File: config.mk
export PLATFORM = sky130hd
export DESIGN_NAME = tsch_slot_sequencer_core
export DESIGN_NICKNAME = d
export VERILOG_FILES = /design/src/rtl/tsch_ss_pkg.sv /design/src/rtl/tsch_ss_fsm.sv /design/src/rtl/tsch_ss_frame_mod.sv /design/src/rtl/tsch_slot_sequencer_core.sv
export SDC_FILE = /design/constraint.sdc
export NUM_CORES = 1
export LEC_CHECK = 0
export BUFFER_PORTS_ARGS = -buffer_cell sky130_fd_sc_hd__buf_2
export CAP_MARGIN = 40
export CORE_ASPECT_RATIO = 1.5
export CORE_UTILIZATION = 40
export CTS_BUF_LIST = sky130_fd_sc_hd__clkbuf_4
export CTS_CLUSTER_SIZE = 25
export DETAILED_ROUTE_END_ITERATION = 8
export HOLD_SLACK_MARGIN = 0.15
export PLACE_DENSITY = 0.6
export SETUP_SLACK_MARGIN = 0.2
export SLEW_MARGIN = 20
export SYNTH_ARGS = -nofsm -noshare
export SYNTH_HDL_FRONTEND = slang
export SYNTH_SLANG_ARGS = --single-unit
export TNS_END_PERCENT = 20
File: constraint.sdc
create_clock -name aclk -period 6.95 [get_ports aclk]
set_input_delay 0.3475 -clock aclk [delete_from_list [all_inputs] [get_ports aclk]]
set_output_delay 0.3475 -clock aclk [all_outputs]
set_load 0.02 [all_outputs]
File: src/rtl/tsch_ss_pkg.sv
// Shared types and codes of the TSCH slot sequencer.
// Used by the sequencer state logic, the remainder pipeline and the top level.
package tsch_ss_pkg;

    localparam int unsigned FRAME_SLOTS_DEF = 16;
    localparam int unsigned SLOT_BITS_DEF   = 40;

    // events
    localparam logic [1:0] EV_TICK  = 2'd0;
    localparam logic [1:0] EV_TIMER = 2'd1;
    localparam logic [1:0] EV_START = 2'd2;
    localparam logic [1:0] EV_END   = 2'd3;

    // schedule cells
    localparam logic [2:0] CELL_OFF = 3'd0;
    localparam logic [2:0] CELL_ADV = 3'd1;
    localparam logic [2:0] CELL_TX  = 3'd2;
    localparam logic [2:0] CELL_RX  = 3'd3;

    // slot phases
    localparam logic [4:0] PH_SLEEP      = 5'd0;
    localparam logic [4:0] PH_SYNC       = 5'd1;
    localparam logic [4:0] PH_TXD_OFS    = 5'd2;
    localparam logic [4:0] PH_TXD_PREP   = 5'd3;
    localparam logic [4:0] PH_TXD_READY  = 5'd4;
    localparam logic [4:0] PH_TXD_DELAY  = 5'd5;
    localparam logic [4:0] PH_TXD        = 5'd6;
    localparam logic [4:0] PH_RXA_OFS    = 5'd7;
    localparam logic [4:0] PH_RXA_PREP   = 5'd8;
    localparam logic [4:0] PH_RXA_READY  = 5'd9;
    localparam logic [4:0] PH_RXA_LISTEN = 5'd10;
    localparam logic [4:0] PH_RXA        = 5'd11;
    localparam logic [4:0] PH_RXD_OFS    = 5'd12;
    localparam logic [4:0] PH_RXD_PREP   = 5'd13;
    localparam logic [4:0] PH_RXD_READY  = 5'd14;
    localparam logic [4:0] PH_RXD_LISTEN = 5'd15;
    localparam logic [4:0] PH_RXD        = 5'd16;
    localparam logic [4:0] PH_TXA_OFS    = 5'd17;
    localparam logic [4:0] PH_TXA_PREP   = 5'd18;
    localparam logic [4:0] PH_TXA_READY  = 5'd19;
    localparam logic [4:0] PH_TXA_DELAY  = 5'd20;
    localparam logic [4:0] PH_TXA        = 5'd21;

    // radio commands
    localparam logic [2:0] RADIO_NONE   = 3'd0;
    localparam logic [2:0] RADIO_OFF    = 3'd1;
    localparam logic [2:0] RADIO_SYNC   = 3'd2;
    localparam logic [2:0] RADIO_TX_EN  = 3'd3;
    localparam logic [2:0] RADIO_TX_NOW = 3'd4;
    localparam logic [2:0] RADIO_RX_EN  = 3'd5;
    localparam logic [2:0] RADIO_RX_NOW = 3'd6;

    // timer commands
    localparam logic [1:0] TMR_NONE       = 2'd0;
    localparam logic [1:0] TMR_CANCEL     = 2'd1;
    localparam logic [1:0] TMR_ARM        = 2'd2;
    localparam logic [1:0] TMR_CANCEL_ARM = 2'd3;

    // timer durations
    localparam logic [3:0] TSEL_NONE = 4'd0;
    localparam logic [3:0] TSEL_TT1  = 4'd0;
    localparam logic [3:0] TSEL_TT2  = 4'd1;
    localparam logic [3:0] TSEL_TT3  = 4'd2;
    localparam logic [3:0] TSEL_TT4  = 4'd3;
    localparam logic [3:0] TSEL_TT5  = 4'd4;
    localparam logic [3:0] TSEL_TT6  = 4'd5;
    localparam logic [3:0] TSEL_TT7  = 4'd6;
    localparam logic [3:0] TSEL_TT8  = 4'd7;
    localparam logic [3:0] TSEL_RT1  = 4'd8;
    localparam logic [3:0] TSEL_RT2  = 4'd9;
    localparam logic [3:0] TSEL_RT3  = 4'd10;
    localparam logic [3:0] TSEL_RT4  = 4'd11;
    localparam logic [3:0] TSEL_RT5  = 4'd12;
    localparam logic [3:0] TSEL_RT6  = 4'd13;
    localparam logic [3:0] TSEL_RT7  = 4'd14;
    localparam logic [3:0] TSEL_RT8  = 4'd15;

    // send reports
    localparam logic [1:0] SEND_NONE = 2'd0;
    localparam logic [1:0] SEND_OK   = 2'd1;
    localparam logic [1:0] SEND_FAIL = 2'd2;

    // error codes
    localparam logic [3:0] ERR_NONE          = 4'd0;
    localparam logic [3:0] ERR_TIMER_PHASE   = 4'd1;
    localparam logic [3:0] ERR_START_PHASE   = 4'd2;
    localparam logic [3:0] ERR_END_PHASE     = 4'd3;
    localparam logic [3:0] ERR_TICK_BUSY     = 4'd4;
    localparam logic [3:0] ERR_BAD_CELL      = 4'd5;
    localparam logic [3:0] ERR_NO_BUFFER     = 4'd6;
    localparam logic [3:0] ERR_TXD_PREP      = 4'd7;
    localparam logic [3:0] ERR_TXD_WDOG      = 4'd8;
    localparam logic [3:0] ERR_DATA_DUR      = 4'd9;
    localparam logic [3:0] ERR_RXA_PREP      = 4'd10;
    localparam logic [3:0] ERR_RXD_PREP      = 4'd11;
    localparam logic [3:0] ERR_TXA_PREP      = 4'd12;
    localparam logic [3:0] ERR_TXA_WDOG      = 4'd13;
    localparam logic [3:0] ERR_ACK_DUR       = 4'd14;

    typedef struct packed {
        logic [1:0]  command;
        logic [15:0] captured_time;
        logic [2:0]  cell_type;
        logic        packet_ready;
        logic        packet_broadcast;
        logic [3:0]  packet_retries;
        logic        buffer_free;
        logic        frame_is_beacon;
    } ev_t;

    typedef struct packed {
        logic [4:0]  fsm_code;
        logic [2:0]  radio_cmd;
        logic [1:0]  timer_cmd;
        logic [3:0]  timer_select;
        logic [1:0]  send_status;
        logic        deliver_frame;
        logic [3:0]  retries_after;
        logic [3:0]  error_code;
        logic [15:0] last_capture;
    } res_t;

endpackage

File: src/rtl/tsch_ss_fsm.sv
// Slot state machine: state registers and the single-pass event update.
// Depends on tsch_ss_pkg.
module tsch_ss_fsm #(
    parameter int unsigned SLOT_BITS = tsch_ss_pkg::SLOT_BITS_DEF
) (
    input  logic                  aclk,
    input  logic                  aresetn,
    input  logic                  cfg_we,
    input  logic                  cfg_wdata,
    input  logic                  step,
    input  tsch_ss_pkg::ev_t      ev,
    input  logic [SLOT_BITS-1:0]  beacon_slot,
    output tsch_ss_pkg::res_t     res,
    output logic [SLOT_BITS-1:0]  slot_out
);

    logic [4:0]           phase_reg,    phase_next;
    logic [SLOT_BITS-1:0] slot_reg,     slot_next;
    logic                 synced_reg,   synced_next;
    logic [15:0]          capture_reg,  capture_next;
    logic                 hold_tx_reg,  hold_tx_next;
    logic [3:0]           retries_reg,  retries_next;
    logic                 bcast_reg,    bcast_next;
    logic                 hold_rx_reg,  hold_rx_next;

    logic [2:0] radio;
    logic [1:0] tcmd;
    logic [3:0] tsel;
    logic [1:0] send;
    logic       deliver;
    logic [3:0] err;
    logic       end_slot;

    always_comb begin
        phase_next   = phase_reg;
        slot_next    = slot_reg;
        synced_next  = synced_reg;
        capture_next = capture_reg;
        hold_tx_next = hold_tx_reg;
        retries_next = retries_reg;
        bcast_next   = bcast_reg;
        hold_rx_next = hold_rx_reg;
        radio    = tsch_ss_pkg::RADIO_NONE;
        tcmd     = tsch_ss_pkg::TMR_NONE;
        tsel     = tsch_ss_pkg::TSEL_NONE;
        send     = tsch_ss_pkg::SEND_NONE;
        deliver  = 1'b0;
        err      = tsch_ss_pkg::ERR_NONE;
        end_slot = 1'b0;

        case (ev.command)
            tsch_ss_pkg::EV_TICK: begin
                if (!synced_reg) begin
                    if (phase_reg != tsch_ss_pkg::PH_SYNC) begin
                        phase_next = tsch_ss_pkg::PH_SYNC;
                        radio      = tsch_ss_pkg::RADIO_SYNC;
                    end
                end else begin
                    slot_next = slot_reg + SLOT_BITS'(1);
                    if (phase_reg != tsch_ss_pkg::PH_SLEEP) begin
                        err      = tsch_ss_pkg::ERR_TICK_BUSY;
                        end_slot = 1'b1;
                    end else begin
                        case (ev.cell_type)
                            tsch_ss_pkg::CELL_OFF: begin
                                end_slot = 1'b1;
                            end
                            tsch_ss_pkg::CELL_ADV, tsch_ss_pkg::CELL_TX: begin
                                if (ev.packet_ready) begin
                                    hold_tx_next = 1'b1;
                                    retries_next = ev.packet_retries;
                                    bcast_next   = ev.packet_broadcast;
                                    phase_next   = tsch_ss_pkg::PH_TXD_OFS;
                                    tcmd         = tsch_ss_pkg::TMR_ARM;
                                    tsel         = tsch_ss_pkg::TSEL_TT1;
                                end else if (ev.cell_type == tsch_ss_pkg::CELL_ADV) begin
                                    phase_next = tsch_ss_pkg::PH_RXD_OFS;
                                    tcmd       = tsch_ss_pkg::TMR_ARM;
                                    tsel       = tsch_ss_pkg::TSEL_RT1;
                                end else begin
                                    end_slot = 1'b1;
                                end
                            end
                            tsch_ss_pkg::CELL_RX: begin
                                phase_next = tsch_ss_pkg::PH_RXD_OFS;
                                tcmd       = tsch_ss_pkg::TMR_ARM;
                                tsel       = tsch_ss_pkg::TSEL_RT1;
                            end
                            default: begin
                                err      = tsch_ss_pkg::ERR_BAD_CELL;
                                end_slot = 1'b1;
                            end
                        endcase
                    end
                end
            end
            tsch_ss_pkg::EV_TIMER: begin
                case (phase_reg)
                    tsch_ss_pkg::PH_TXD_OFS: begin
                        radio = tsch_ss_pkg::RADIO_TX_EN;
                        tcmd  = tsch_ss_pkg::TMR_ARM;
                        tsel  = tsch_ss_pkg::TSEL_TT2;
                        phase_next = tsch_ss_pkg::PH_TXD_READY;
                    end
                    tsch_ss_pkg::PH_TXD_PREP: begin
                        err = tsch_ss_pkg::ERR_TXD_PREP; end_slot = 1'b1;
                    end
                    tsch_ss_pkg::PH_TXD_READY: begin
                        radio = tsch_ss_pkg::RADIO_TX_NOW;
                        tcmd  = tsch_ss_pkg::TMR_ARM;
                        tsel  = tsch_ss_pkg::TSEL_TT3;
                        phase_next = tsch_ss_pkg::PH_TXD_DELAY;
                    end
                    tsch_ss_pkg::PH_TXD_DELAY: begin
                        err = tsch_ss_pkg::ERR_TXD_WDOG; end_slot = 1'b1;
                    end
                    tsch_ss_pkg::PH_TXD: begin
                        err = tsch_ss_pkg::ERR_DATA_DUR; end_slot = 1'b1;
                    end
                    tsch_ss_pkg::PH_RXA_OFS: begin
                        radio = tsch_ss_pkg::RADIO_RX_EN;
                        tcmd  = tsch_ss_pkg::TMR_ARM;
                        tsel  = tsch_ss_pkg::TSEL_TT6;
                        phase_next = tsch_ss_pkg::PH_RXA_READY;
                    end
                    tsch_ss_pkg::PH_RXA_PREP: begin
                        err = tsch_ss_pkg::ERR_RXA_PREP; end_slot = 1'b1;
                    end
                    tsch_ss_pkg::PH_RXA_READY: begin
                        radio = tsch_ss_pkg::RADIO_RX_NOW;
                        tcmd  = tsch_ss_pkg::TMR_ARM;
                        tsel  = tsch_ss_pkg::TSEL_TT7;
                        phase_next = tsch_ss_pkg::PH_RXA_LISTEN;
                    end
                    tsch_ss_pkg::PH_RXA_LISTEN, tsch_ss_pkg::PH_RXA,
                    tsch_ss_pkg::PH_RXD_LISTEN: begin
                        end_slot = 1'b1;
                    end
                    tsch_ss_pkg::PH_RXD_OFS: begin
                        radio = tsch_ss_pkg::RADIO_RX_EN;
                        tcmd  = tsch_ss_pkg::TMR_ARM;
                        tsel  = tsch_ss_pkg::TSEL_RT2;
                        phase_next = tsch_ss_pkg::PH_RXD_READY;
                    end
                    tsch_ss_pkg::PH_RXD_PREP: begin
                        err = tsch_ss_pkg::ERR_RXD_PREP; end_slot = 1'b1;
                    end
                    tsch_ss_pkg::PH_RXD_READY: begin
                        radio = tsch_ss_pkg::RADIO_RX_NOW;
                        tcmd  = tsch_ss_pkg::TMR_ARM;
                        tsel  = tsch_ss_pkg::TSEL_RT3;
                        phase_next = tsch_ss_pkg::PH_RXD_LISTEN;
                    end
                    tsch_ss_pkg::PH_RXD: begin
                        err = tsch_ss_pkg::ERR_DATA_DUR; end_slot = 1'b1;
                    end
                    tsch_ss_pkg::PH_TXA_OFS: begin
                        if (!ev.buffer_free) begin
                            err = tsch_ss_pkg::ERR_NO_BUFFER; end_slot = 1'b1;
                        end else begin
                            radio = tsch_ss_pkg::RADIO_TX_EN;
                            tcmd  = tsch_ss_pkg::TMR_ARM;
                            tsel  = tsch_ss_pkg::TSEL_RT6;
                            phase_next = tsch_ss_pkg::PH_TXA_READY;
                        end
                    end
                    tsch_ss_pkg::PH_TXA_PREP: begin
                        err = tsch_ss_pkg::ERR_TXA_PREP; end_slot = 1'b1;
                    end
                    tsch_ss_pkg::PH_TXA_READY: begin
                        radio = tsch_ss_pkg::RADIO_TX_NOW;
                        tcmd  = tsch_ss_pkg::TMR_ARM;
                        tsel  = tsch_ss_pkg::TSEL_RT7;
                        phase_next = tsch_ss_pkg::PH_TXA_DELAY;
                    end
                    tsch_ss_pkg::PH_TXA_DELAY: begin
                        err = tsch_ss_pkg::ERR_TXA_WDOG; end_slot = 1'b1;
                    end
                    tsch_ss_pkg::PH_TXA: begin
                        err = tsch_ss_pkg::ERR_ACK_DUR; end_slot = 1'b1;
                    end
                    default: begin
                        err = tsch_ss_pkg::ERR_TIMER_PHASE; end_slot = 1'b1;
                    end
                endcase
            end
            tsch_ss_pkg::EV_START: begin
                if (!synced_reg) begin
                    capture_next = ev.captured_time;
                end else begin
                    case (phase_reg)
                        tsch_ss_pkg::PH_TXD_DELAY: begin
                            phase_next   = tsch_ss_pkg::PH_TXD;
                            capture_next = ev.captured_time;
                            tcmd = tsch_ss_pkg::TMR_CANCEL_ARM;
                            tsel = tsch_ss_pkg::TSEL_TT4;
                        end
                        tsch_ss_pkg::PH_RXA_LISTEN: begin
                            phase_next   = tsch_ss_pkg::PH_RXA;
                            capture_next = ev.captured_time;
                            tcmd = tsch_ss_pkg::TMR_CANCEL_ARM;
                            tsel = tsch_ss_pkg::TSEL_TT8;
                        end
                        tsch_ss_pkg::PH_RXD_LISTEN: begin
                            phase_next   = tsch_ss_pkg::PH_RXD;
                            capture_next = ev.captured_time;
                            tcmd = tsch_ss_pkg::TMR_CANCEL_ARM;
                            tsel = tsch_ss_pkg::TSEL_RT4;
                        end
                        tsch_ss_pkg::PH_TXA_DELAY: begin
                            phase_next   = tsch_ss_pkg::PH_TXA;
                            capture_next = ev.captured_time;
                            tcmd = tsch_ss_pkg::TMR_CANCEL_ARM;
                            tsel = tsch_ss_pkg::TSEL_RT8;
                        end
                        default: begin
                            err = tsch_ss_pkg::ERR_START_PHASE; end_slot = 1'b1;
                        end
                    endcase
                end
            end
            default: begin
                if (!synced_reg) begin
                    if (!ev.buffer_free) begin
                        err = tsch_ss_pkg::ERR_NO_BUFFER; end_slot = 1'b1;
                    end else if (ev.frame_is_beacon) begin
                        slot_next   = beacon_slot;
                        synced_next = 1'b1;
                        radio       = tsch_ss_pkg::RADIO_OFF;
                        phase_next  = tsch_ss_pkg::PH_SLEEP;
                    end
                end else begin
                    case (phase_reg)
                        tsch_ss_pkg::PH_TXD: begin
                            phase_next   = tsch_ss_pkg::PH_RXA_OFS;
                            radio        = tsch_ss_pkg::RADIO_OFF;
                            capture_next = ev.captured_time;
                            if (bcast_reg) begin
                                send         = tsch_ss_pkg::SEND_OK;
                                hold_tx_next = 1'b0;
                                end_slot     = 1'b1;
                            end else begin
                                tcmd = tsch_ss_pkg::TMR_ARM;
                                tsel = tsch_ss_pkg::TSEL_TT5;
                            end
                        end
                        tsch_ss_pkg::PH_RXA: begin
                            capture_next = ev.captured_time;
                            if (!ev.buffer_free) begin
                                err = tsch_ss_pkg::ERR_NO_BUFFER;
                            end else begin
                                send         = tsch_ss_pkg::SEND_OK;
                                hold_tx_next = 1'b0;
                            end
                            end_slot = 1'b1;
                        end
                        tsch_ss_pkg::PH_RXD: begin
                            capture_next = ev.captured_time;
                            if (!ev.buffer_free) begin
                                err = tsch_ss_pkg::ERR_NO_BUFFER; end_slot = 1'b1;
                            end else begin
                                hold_rx_next = 1'b1;
                                phase_next   = tsch_ss_pkg::PH_TXA_OFS;
                                tcmd = tsch_ss_pkg::TMR_CANCEL_ARM;
                                tsel = tsch_ss_pkg::TSEL_RT5;
                            end
                        end
                        tsch_ss_pkg::PH_TXA: begin
                            capture_next = ev.captured_time;
                            deliver      = 1'b1;
                            hold_rx_next = 1'b0;
                            end_slot     = 1'b1;
                        end
                        default: begin
                            err = tsch_ss_pkg::ERR_END_PHASE; end_slot = 1'b1;
                        end
                    endcase
                end
            end
        endcase

        if (end_slot) begin
            radio        = tsch_ss_pkg::RADIO_OFF;
            tcmd         = tsch_ss_pkg::TMR_CANCEL;
            tsel         = tsch_ss_pkg::TSEL_NONE;
            capture_next = 16'd0;
            if (hold_tx_next) begin
                if (retries_next <= 4'd1) begin
                    retries_next = 4'd0;
                    send         = tsch_ss_pkg::SEND_FAIL;
                end else begin
                    retries_next = retries_next - 4'd1;
                end
                hold_tx_next = 1'b0;
            end
            if (hold_rx_next) begin
                deliver      = 1'b1;
                hold_rx_next = 1'b0;
            end
            phase_next = tsch_ss_pkg::PH_SLEEP;
        end
    end

    always_ff @(posedge aclk) begin
        if (!aresetn) begin
            phase_reg   <= tsch_ss_pkg::PH_SLEEP;
            slot_reg    <= '0;
            synced_reg  <= 1'b0;
            capture_reg <= 16'd0;
            hold_tx_reg <= 1'b0;
            retries_reg <= 4'd0;
            bcast_reg   <= 1'b0;
            hold_rx_reg <= 1'b0;
        end else if (step) begin
            phase_reg   <= phase_next;
            slot_reg    <= slot_next;
            synced_reg  <= synced_next;
            capture_reg <= capture_next;
            hold_tx_reg <= hold_tx_next;
            retries_reg <= retries_next;
            bcast_reg   <= bcast_next;
            hold_rx_reg <= hold_rx_next;
        end else if (cfg_we) begin
            synced_reg <= cfg_wdata;
        end
    end

    always_comb begin
        res.fsm_code      = phase_next;
        res.radio_cmd     = radio;
        res.timer_cmd     = tcmd;
        res.timer_select  = tsel;
        res.send_status   = send;
        res.deliver_frame = deliver;
        res.retries_after = retries_next;
        res.error_code    = err;
        res.last_capture  = capture_next;
    end

    assign slot_out = slot_next;

endmodule

File: src/rtl/tsch_ss_frame_mod.sv
// Result register and pipelined slot-number remainder, one byte per stage.
// Depends on tsch_ss_pkg.
module tsch_ss_frame_mod #(
    parameter int unsigned SLOT_BITS   = tsch_ss_pkg::SLOT_BITS_DEF,
    parameter int unsigned FRAME_SLOTS = tsch_ss_pkg::FRAME_SLOTS_DEF
) (
    input  logic                  aclk,
    input  logic                  aresetn,
    input  logic                  in_valid,
    output logic                  in_ready,
    input  tsch_ss_pkg::res_t     in_res,
    input  logic [SLOT_BITS-1:0]  in_slot,
    output logic                  m_valid,
    input  logic                  m_ready,
    output tsch_ss_pkg::res_t     m_res,
    output logic [SLOT_BITS-1:0]  m_slot,
    output logic                  m_frame_boundary
);

    localparam int unsigned NSTG = (SLOT_BITS + 7) / 8;
    localparam int unsigned PW   = NSTG * 8;
    localparam int unsigned RW   = $clog2(FRAME_SLOTS + 1);
    localparam logic [RW:0] F_W  = (RW + 1)'(FRAME_SLOTS);

    logic [NSTG:0]        v_reg;
    logic [NSTG:0]        rdy;
    tsch_ss_pkg::res_t    res_reg  [NSTG+1];
    logic [SLOT_BITS-1:0] slot_reg [NSTG+1];
    logic [RW-1:0]        rem_reg  [1:NSTG];

    function automatic logic [RW-1:0] mod_byte(input logic [RW-1:0] r, input logic [7:0] b);
        logic [RW:0]   t;
        logic [RW-1:0] acc;
        acc = r;
        for (int i = 7; i >= 0; i--) begin
            t = {acc, b[i]};
            if (t >= F_W) begin
                t = t - F_W;
            end
            acc = t[RW-1:0];
        end
        return acc;
    endfunction

    generate
        for (genvar k = 0; k < NSTG; k++) begin : gen_rdy
            assign rdy[k] = !v_reg[k] || rdy[k+1];
        end
    endgenerate
    assign rdy[NSTG] = !v_reg[NSTG] || m_ready;

    always_ff @(posedge aclk) begin
        if (!aresetn) begin
            v_reg[0] <= 1'b0;
        end else if (rdy[0]) begin
            v_reg[0] <= in_valid;
        end
    end

    always_ff @(posedge aclk) begin
        if (rdy[0]) begin
            res_reg[0]  <= in_res;
            slot_reg[0] <= in_slot;
        end
    end

    generate
        for (genvar k = 1; k <= NSTG; k++) begin : gen_stg
            logic [PW-1:0] pad;
            logic [RW-1:0] rem_in;
            logic [RW-1:0] rem_next;

            assign pad = PW'(slot_reg[k-1]);
            if (k == 1) begin : gen_first
                assign rem_in = '0;
            end else begin : gen_rest
                assign rem_in = rem_reg[k-1];
            end
            assign rem_next = mod_byte(rem_in, pad[(NSTG-k)*8 +: 8]);

            always_ff @(posedge aclk) begin
                if (!aresetn) begin
                    v_reg[k] <= 1'b0;
                end else if (rdy[k]) begin
                    v_reg[k] <= v_reg[k-1];
                end
            end

            always_ff @(posedge aclk) begin
                if (rdy[k]) begin
                    res_reg[k]  <= res_reg[k-1];
                    slot_reg[k] <= slot_reg[k-1];
                    rem_reg[k]  <= rem_next;
                end
            end
        end
    endgenerate

    assign in_ready         = rdy[0];
    assign m_valid          = v_reg[NSTG];
    assign m_res            = res_reg[NSTG];
    assign m_slot           = slot_reg[NSTG];
    assign m_frame_boundary = (rem_reg[NSTG] == '0);

endmodule

File: src/rtl/tsch_slot_sequencer_core.sv
// Top level of the TSCH slot sequencer: input register, state machine, result pipeline.
// Depends on tsch_ss_pkg, tsch_ss_fsm and tsch_ss_frame_mod.
//
// One event beat in, one result beat out, at up to one beat per clock. An event is
// held in an input register, applied to the slot state in one combinational pass,
// and its result then passes a result register and one remainder stage per byte of
// slot number (SLOT_BITS/8 rounded up) that forms the frame-boundary flag.
// Backpressure on m_tready stalls the stages in place. A write on cfg_we sets the
// synchronized flag to cfg_wdata (node is root) unless an event is applied in the
// same cycle; write it only while no beat is in flight. No clearing pass is needed
// after reset.
module tsch_slot_sequencer_core #(
    parameter int unsigned FRAME_SLOTS = tsch_ss_pkg::FRAME_SLOTS_DEF,
    parameter int unsigned SLOT_BITS   = tsch_ss_pkg::SLOT_BITS_DEF
) (
    input  logic                                  aclk,
    input  logic                                  aresetn,
    input  logic                                  cfg_we,
    input  logic                                  cfg_wdata,
    input  logic                                  s_tvalid,
    output logic                                  s_tready,
    // captured_time, cell_type, packet_ready, packet_broadcast, packet_retries,
    // buffer_free, frame_is_beacon, beacon_slot
    input  logic [((27+SLOT_BITS+7)/8)*8-1:0]     s_tdata,
    // command
    input  logic [1:0]                            s_tuser,
    output logic                                  m_tvalid,
    input  logic                                  m_tready,
    // fsm_code, radio_cmd, timer_cmd, timer_select, send_status, deliver_frame,
    // retries_after, slot_number, frame_boundary, error_code, last_capture
    output logic [((42+SLOT_BITS+7)/8)*8-1:0]     m_tdata
);

    localparam int unsigned M_DATA_W = ((42 + SLOT_BITS + 7) / 8) * 8;

    logic                 in_v_reg;
    tsch_ss_pkg::ev_t     in_ev_reg;
    logic [SLOT_BITS-1:0] in_bslot_reg;
    logic                 pipe_ready;
    logic                 fire;

    tsch_ss_pkg::res_t    fsm_res;
    logic [SLOT_BITS-1:0] fsm_slot;
    tsch_ss_pkg::res_t    out_res;
    logic [SLOT_BITS-1:0] out_slot;
    logic                 out_fb;

    assign fire     = in_v_reg && pipe_ready;
    assign s_tready = !in_v_reg || pipe_ready;

    always_ff @(posedge aclk) begin
        if (!aresetn) begin
            in_v_reg <= 1'b0;
        end else if (s_tvalid && s_tready) begin
            in_v_reg <= 1'b1;
        end else if (fire) begin
            in_v_reg <= 1'b0;
        end
    end

    always_ff @(posedge aclk) begin
        if (s_tvalid && s_tready) begin
            in_ev_reg.command          <= s_tuser;
            in_ev_reg.captured_time    <= s_tdata[15:0];
            in_ev_reg.cell_type        <= s_tdata[18:16];
            in_ev_reg.packet_ready     <= s_tdata[19];
            in_ev_reg.packet_broadcast <= s_tdata[20];
            in_ev_reg.packet_retries   <= s_tdata[24:21];
            in_ev_reg.buffer_free      <= s_tdata[25];
            in_ev_reg.frame_is_beacon  <= s_tdata[26];
            in_bslot_reg               <= s_tdata[27 +: SLOT_BITS];
        end
    end

    tsch_ss_fsm #(
        .SLOT_BITS (SLOT_BITS)
    ) u_fsm (
        .aclk        (aclk),
        .aresetn     (aresetn),
        .cfg_we      (cfg_we),
        .cfg_wdata   (cfg_wdata),
        .step        (fire),
        .ev          (in_ev_reg),
        .beacon_slot (in_bslot_reg),
        .res         (fsm_res),
        .slot_out    (fsm_slot)
    );

    tsch_ss_frame_mod #(
        .SLOT_BITS   (SLOT_BITS),
        .FRAME_SLOTS (FRAME_SLOTS)
    ) u_frame_mod (
        .aclk             (aclk),
        .aresetn          (aresetn),
        .in_valid         (in_v_reg),
        .in_ready         (pipe_ready),
        .in_res           (fsm_res),
        .in_slot          (fsm_slot),
        .m_valid          (m_tvalid),
        .m_ready          (m_tready),
        .m_res            (out_res),
        .m_slot           (out_slot),
        .m_frame_boundary (out_fb)
    );

    assign m_tdata = M_DATA_W'({out_res.last_capture, out_res.error_code, out_fb, out_slot,
                                out_res.retries_after, out_res.deliver_frame,
                                out_res.send_status, out_res.timer_select,
                                out_res.timer_cmd, out_res.radio_cmd, out_res.fsm_code});

endmodule

==> results.txt, run 1 <==
run status: complete, no violations
relative slew slack: 40.50%
WP data required: 7.67 ns
setup bufs post-CTS: 0
leak pwr: 11.51 nW
most frequent cells in the layout: 560 x edfxtp_1, 210 x clkbuf_4, 158 x buf_2, 137 x dlygate4sd3_1, 136 x nand2_1
Yosys warning total: 0
initial antenna violation count: 1
r2r worst-path depth: 10
worst reg2reg endpoint: u_fsm.capture_reg[14]
RSZ-0062 raised after global routing: false
synthesized netlist cell count: 1572
RD Place Congestion: 0.8752
root buffer selected by CTS: clkbuf_4
max reg flops: 246
Syn Area/Cell: 15.04 um2
hold_sp: s_tuser[0]
Max clock buf depth: 3
worst r2r src: u_frame_mod.v_reg[4]
Vias: 14.57k
Crit path top cell by count: and2_1
dpl hpwl: 33.35 mm
synthesis-to-layout area growth: 21.48%
Die Span Y: 299.7 um
clock skew: 0.04975 ns
Largest delay share family, worst path: simple AND/OR/NAND/NOR gates
DRC: 0
ys async rst share: 0%
CTS sink cnt: 636
final period utilization: 60.03%
initial DRC count: 1131
number of synthesized register bits: 636
post-route minimum period: 4.172 ns
WP buf/inv: 3
Hold Crit Depth: 2
most common cell after layout, fill and taps aside: edfxtp_1
Final Max Tran Viols: 0
wire per inst: 17.78 um
worst skew pair latency: 0.87 ns
Yosys cell types: 81
pwr/cell area: 273.9 mW/mm2
startpoint types: flip-flop
die outline area: 0.06009 mm2
DR vias/cell: 5.134
overall die width: 200.5 um
largest area contributor in the netlist: edfxtp_1
Seq/Total Area, Yosys: 77.58%
Most used DFF post-synth: edfxtp_1
EDFF count, synth: 560
H-tree levels: 4
crit-path cells: and4b_1 > and2_1 > nand2_4 > buf_16 > nor2_1 > inv_2 > and2_1 > buf_4 > nand2_1 > o31ai_1
Max FO, Critical Path: 59
setup TNS: 0 ns
Initial Utilization: 40.68%
VDD IR-drop max: 0.1309 mV
Port Buffers: 158
total CTS buffers: 144
layout cells sized above 1: 22.16%
ranking of synthesized cells by area: edfxtp_1 71%, dfxtp_1 6.4%, nand2_1 2.2%
CP max-delay cell: nand2_1
first-pass GRT wire length: 79.12 mm
nets: 2044
vias in the first global route: 14.66k
post-route ant nets: 0
Worst EP arrival: 4.89 ns
area of the core: 0.05811 mm2
final WL: 50.47 mm
Setup CP Type: reg2reg
number of I/O pins: 170
# rows: 108
worst slew pin tran: 0.8904 ns
top cell type's share of synthesized area: 71.14%
Critical Path Max Stage Delay: 0.70 ns
area of the mapped netlist: 0.02364 mm2
CTS tree: done
Detailed Routing Iterations Pass 1: 5
Hold EP: in_ev_reg[27]
Final Util: 49.42%
FMAX: 239.7 MHz
flop2flop setup slack: 2.78 ns
max-cap viol count: 0
HP Class: in2reg
clock transition at the registers of the reported paths: 0.06 ns
gr usage total: 16.89%
largest net degree at the start of global routing: 60
final setup violation count: 0
Final Hold Vio Count: 0
gr ovfl total: 0
Critical Path End Type: flip-flop
## kinds of logic after synthesis
family | after synthesis | synth area share [%]
buffers and inverters | 121 | 2.186
and+or+nand+nor | 457 | 9.639
DFF | 636 | 77.58
muxes | 11 | 0.4764
xor gates and xnor gates | 11 | 0.4076
other | 1 | 0.01586
adders and majority gates | 7 | 0.3705
AOI/OAI and AO/OA | 328 | 9.327
## metal layers
metal	global-route usage [%]	wire length, um	up-vias
li1	-	-	6915
met1	21.00	21220	6878
met2	26.22	23140	637
met5	0	0	-
met4	11.27	2525	0
met3	4.216	3583	139
## metrics by stage
step                std cells  total power, mW  setup slack, ns  hold slack (ns)  area (um2)
global route             2838            8.209            2.423           0.1771       28720
global placement         2432            4.952            2.542           0.4039       25190
finish                   2838            7.864            2.778           0.2433       28720
detailed placement       2444            4.974            2.724           0.4045       25450
CTS                      2837            7.996            2.737           0.1516       28710
floorplan                1578            4.777            1.700           0.4003       23660
## what timing repair did
item / in CTS / in global routing
endpoints found under the hold margin: 127 / 0
gates resized for setup: 0 / 0
hold buffers: 137 / 0
## final cells by class
cell class	instances	area, um2
fillers	5146	29390
flip-flops and latches	636	18340
multi-input cells	821	4837
repair buffers	330	2592
clock buffers	210	1577
well taps	770	963.4
clock inverters	46	315.3
inverters	24	90.09
diodes	1	2.502
## how the worst max path moves through the flow
stage,start,end,slack [ns],cells after the start
after detailed placement,m_tready,u_fsm.capture_reg[14],2.72,11
after global routing,u_frame_mod.v_reg[4],u_fsm.capture_reg[4],2.42,10
after global placement,m_tready,u_fsm.capture_reg[12],2.54,10
after floorplan,u_frame_mod.m_valid,in_bslot_reg[0],1.70,6
after CTS,u_frame_mod.v_reg[4],u_fsm.capture_reg[14],2.74,10
final,u_frame_mod.v_reg[4],u_fsm.capture_reg[14],2.78,10
## cells in the mapped netlist (5+ instances only)
library cell / n
buf_1: 10
nor3_1: 29
nand4_1: 18
dfxtp_1: 76
a22oi_1: 25
nor2_1: 103
o21ai_1: 6
or3_1: 8
nand2b_1: 14
edfxtp_1: 560
and3_1: 14
ha_1: 7
o21a_1: 13
o31ai_1: 26
nor4_1: 17
o32a_1: 5
a221o_1: 6
a21o_1: 6
a211oi_1: 7
o21ai_0: 58
nand2_1: 139
o211ai_1: 7
a31oi_1: 26
a21oi_1: 77
o31a_1: 6
nor2b_1: 13
xor2_1: 5
o311ai_0: 5
nand3b_1: 10
inv_1: 21
buf_2: 17
and4_1: 8
xnor2_1: 6
buf_4: 11
and2_1: 8
o211a_1: 7
a221oi_1: 5
clkbuf_1: 59
mux2i_1: 9
nand3_1: 49
## power breakdown
part / total [mW] / switching [mW] / leakage, nW / internal, mW
clock: 2.92 / 1.37 / 1.12 / 1.55
combinational: 0.467 / 0.291 / 3.19 / 0.176
sequential: 4.48 / 0.0902 / 7.20 / 4.39
total: 7.86 / 1.75 / 11.5 / 6.11
Power figures use the tool's default switching activity.
==> run 2: changes to the inputs <==
Settings changed: PLACE_DENSITY 0.6 to 0.62.
Clock period 6.95 ns to 3.65 ns, I/O delays scaled along.
==> results.txt, run 2 (synthesis gave the netlist of run 1 again) <==
Hold Crit Depth: 5 (was 2)
fillers: 5149 (was 5146)
final setup violation count: 0 (unchanged)
post-route minimum period: 3.232 ns (was 4.172 ns)
initial DRC count: 1039 (was 1131)
crit-path cells: and4b_1 > and2_1 > nand2_4 > nor2_1 > inv_4 > buf_4 > nand2_2 > buf_4 > a21oi_1 > a31oi_1 > dlygate4sd3_1 > nor2_1 (was and4b_1 > and2_1 > nand2_4 > buf_16 > nor2_1 > inv_2 > and2_1 > buf_4 > nand2_1 > o31ai_1)
nets: 2077 (was 2044)
wire per inst: 17.90 um (was 17.78 um)
RD Place Congestion: 0.9003 (was 0.8752)
run status: complete, no violations (unchanged)
final cell count without fillers: 2876 (was 2838)
worst slew pin tran: 0.8382 ns (was 0.8904 ns)
Worst EP arrival: 4.00 ns (was 4.89 ns)
clock transition at the registers of the reported paths: 0.07 ns (was 0.06 ns)
number of I/O pins: 170 (unchanged)
Port Buffers: 158 (unchanged)
initial antenna violation count: 2 (was 1)
Final Util: 49.77% (was 49.42%)
Hold EP: u_frame_mod.m_valid (was in_ev_reg[27])
Vias: 14.67k (was 14.57k)
clock skew: 0.06039 ns (was 0.04975 ns)
area of the multi-input gates: 0.004837 mm2 (unchanged)
RSZ-0062 raised after global routing: false (unchanged)
setup TNS: 0 ns (unchanged)
vias in the first global route: 14.78k (was 14.66k)
post-route ant nets: 0 (unchanged)
FMAX: 309.4 MHz (was 239.7 MHz)
Setup CP Type: reg2reg (unchanged)
HP Class: in2reg (unchanged)
max reg flops: 246 (unchanged)
CTS tree: done (unchanged)
synthesis-to-layout area growth: 22.34% (was 21.48%)
final period utilization: 88.56% (was 60.03%)
DR vias/cell: 5.100 (was 5.134)
VDD IR-drop max: 0.2322 mV (was 0.1309 mV)
sequential cell area: 0.01834 mm2 (unchanged)
most common cell after layout, fill and taps aside: edfxtp_1 (unchanged)
worst r2r src: u_frame_mod.v_reg[4] (unchanged)
DRC: 0 (unchanged)
post-cts resize count: 0 (unchanged)
Detailed Routing Iterations Pass 1: 5 (unchanged)
layout cells sized above 1: 22.49% (was 22.16%)
largest net degree at the start of global routing: 54 (was 60)
most frequent cells in the layout: 560 x edfxtp_1, 196 x clkbuf_4, 158 x buf_2, 146 x dlygate4sd3_1, 136 x nand2_1 (was 560 x edfxtp_1, 210 x clkbuf_4, 158 x buf_2, 137 x dlygate4sd3_1, 136 x nand2_1)
first-pass GRT wire length: 80.67 mm (was 79.12 mm)
Critical Path End Type: flip-flop (unchanged)
die outline area: 0.06009 mm2 (unchanged)
Die Span Y: 299.7 um (unchanged)
dpl hpwl: 34.68 mm (was 33.35 mm)
final WL: 51.49 mm (was 50.47 mm)
Final Hold Vio Count: 0 (unchanged)
Initial Utilization: 40.68% (unchanged)
r2r worst-path depth: 12 (was 10)
flop2flop setup slack: 0.42 ns (was 2.78 ns)
max-cap viol count: 0 (unchanged)
total CTS buffers: 144 (unchanged)
Final Max Tran Viols: 0 (unchanged)
WP data required: 4.41 ns (was 7.67 ns)
hold_sp: m_tready (was s_tuser[0])
Critical Path Max Stage Delay: 0.57 ns (was 0.70 ns)
Max clock buf depth: 3 (unchanged)
CP max-delay cell: dlygate4sd3_1 (was nand2_1)
area of the core: 0.05811 mm2 (unchanged)
startpoint types: flip-flop (unchanged)
overall die width: 200.5 um (unchanged)
worst skew pair latency: 0.89 ns (was 0.87 ns)
worst reg2reg endpoint: u_fsm.synced_reg (was u_fsm.capture_reg[14])
placed cells: 2467 (was 2444)
root buffer selected by CTS: clkbuf_4 (unchanged)
# rows: 108 (unchanged)
gr usage total: 17.22% (was 16.89%)
CTS sink cnt: 636 (unchanged)
relative slew slack: 43.99% (was 40.50%)
Max FO, Critical Path: 30 (was 59)
gr ovfl total: 0 (unchanged)
leak pwr: 11.62 nW (was 11.51 nW)
H-tree levels: 4 (unchanged)
pwr/cell area: 515.0 mW/mm2 (was 273.9 mW/mm2)
run 2: worst max path at each step:
stage                          from                          to  cells past startpoint
2_1_floorplan   u_frame_mod.m_valid          u_fsm.phase_reg[4]                     11
3_3_place_gp     u_fsm.phase_reg[2]  u_frame_mod.res_reg[0][22]                      9
3_5_place_dp     u_fsm.phase_reg[2]  u_frame_mod.res_reg[0][22]                      9
4_1_cts        u_frame_mod.v_reg[4]            u_fsm.synced_reg                     12
5_1_grt        u_frame_mod.v_reg[4]            u_fsm.synced_reg                     12
6_report       u_frame_mod.v_reg[4]            u_fsm.synced_reg                     12
run 2: final cells by class:
cell class                 count  share of cell area (%)
tap                          770                   3.332
antenna                        3                 0.02596
multi-input combinational    821                   16.73
clock inverter                63                   1.307
sequential                   636                   63.41
timing repair buffer         363                   9.787
clock buffer                 196                   5.088
inverter                      24                  0.3202
run 2: metal layers:
layer  wire, um  share of wire, %  global-route usage [%]
met3       3553               6.9                   4.195
met5          0                 0                       0
met2      24450                47                   27.90
met4       2107               4.1                   9.815
met1      21380                42                   21.14
run 2: repair_timing:
item	4_1_cts	5_1_grt
buffers inserted	0	0
hold endpoints to repair	235	0
hold buffers	146	0
run 2: report_power, final:
| group | leakage (nW) | internal (mW) | switching (mW) |
|---|---|---|---|
| registers | 7.20 | 8.36 | 0.185 |
| logic | 3.33 | 0.358 | 0.549 |
| clock network | 1.09 | 2.75 | 2.69 |
| total | 11.6 | 11.5 | 3.42 |
run 2: stage by stage:
step | area (um2) | hold slack (ns) | setup WS (ns) | power (mW)
6_report | 28920 | 0.2754 | 0.4177 | 14.89
5_1_grt | 28920 | 0.2563 | 0.2295 | 15.57
4_1_cts | 28900 | 0.1666 | 0.4136 | 15.13
3_5_place_dp | 25580 | 0.3606 | 0.5629 | 9.491
3_3_place_gp | 25480 | 0.3612 | 0.6140 | 9.462
2_1_floorplan | 23670 | 0.2814 | 0.2118 | 9.094
run 2: worst max-delay path: cells and delay by family, from the launching register on:
family | cells | cell delay [ns]
AND/OR/NAND/NOR | 6 | 1.31
buffers and inverters | 4 | 1.19
flip-flops | 1 | 0.41
AO/OA/AOI/OAI | 2 | 0.25
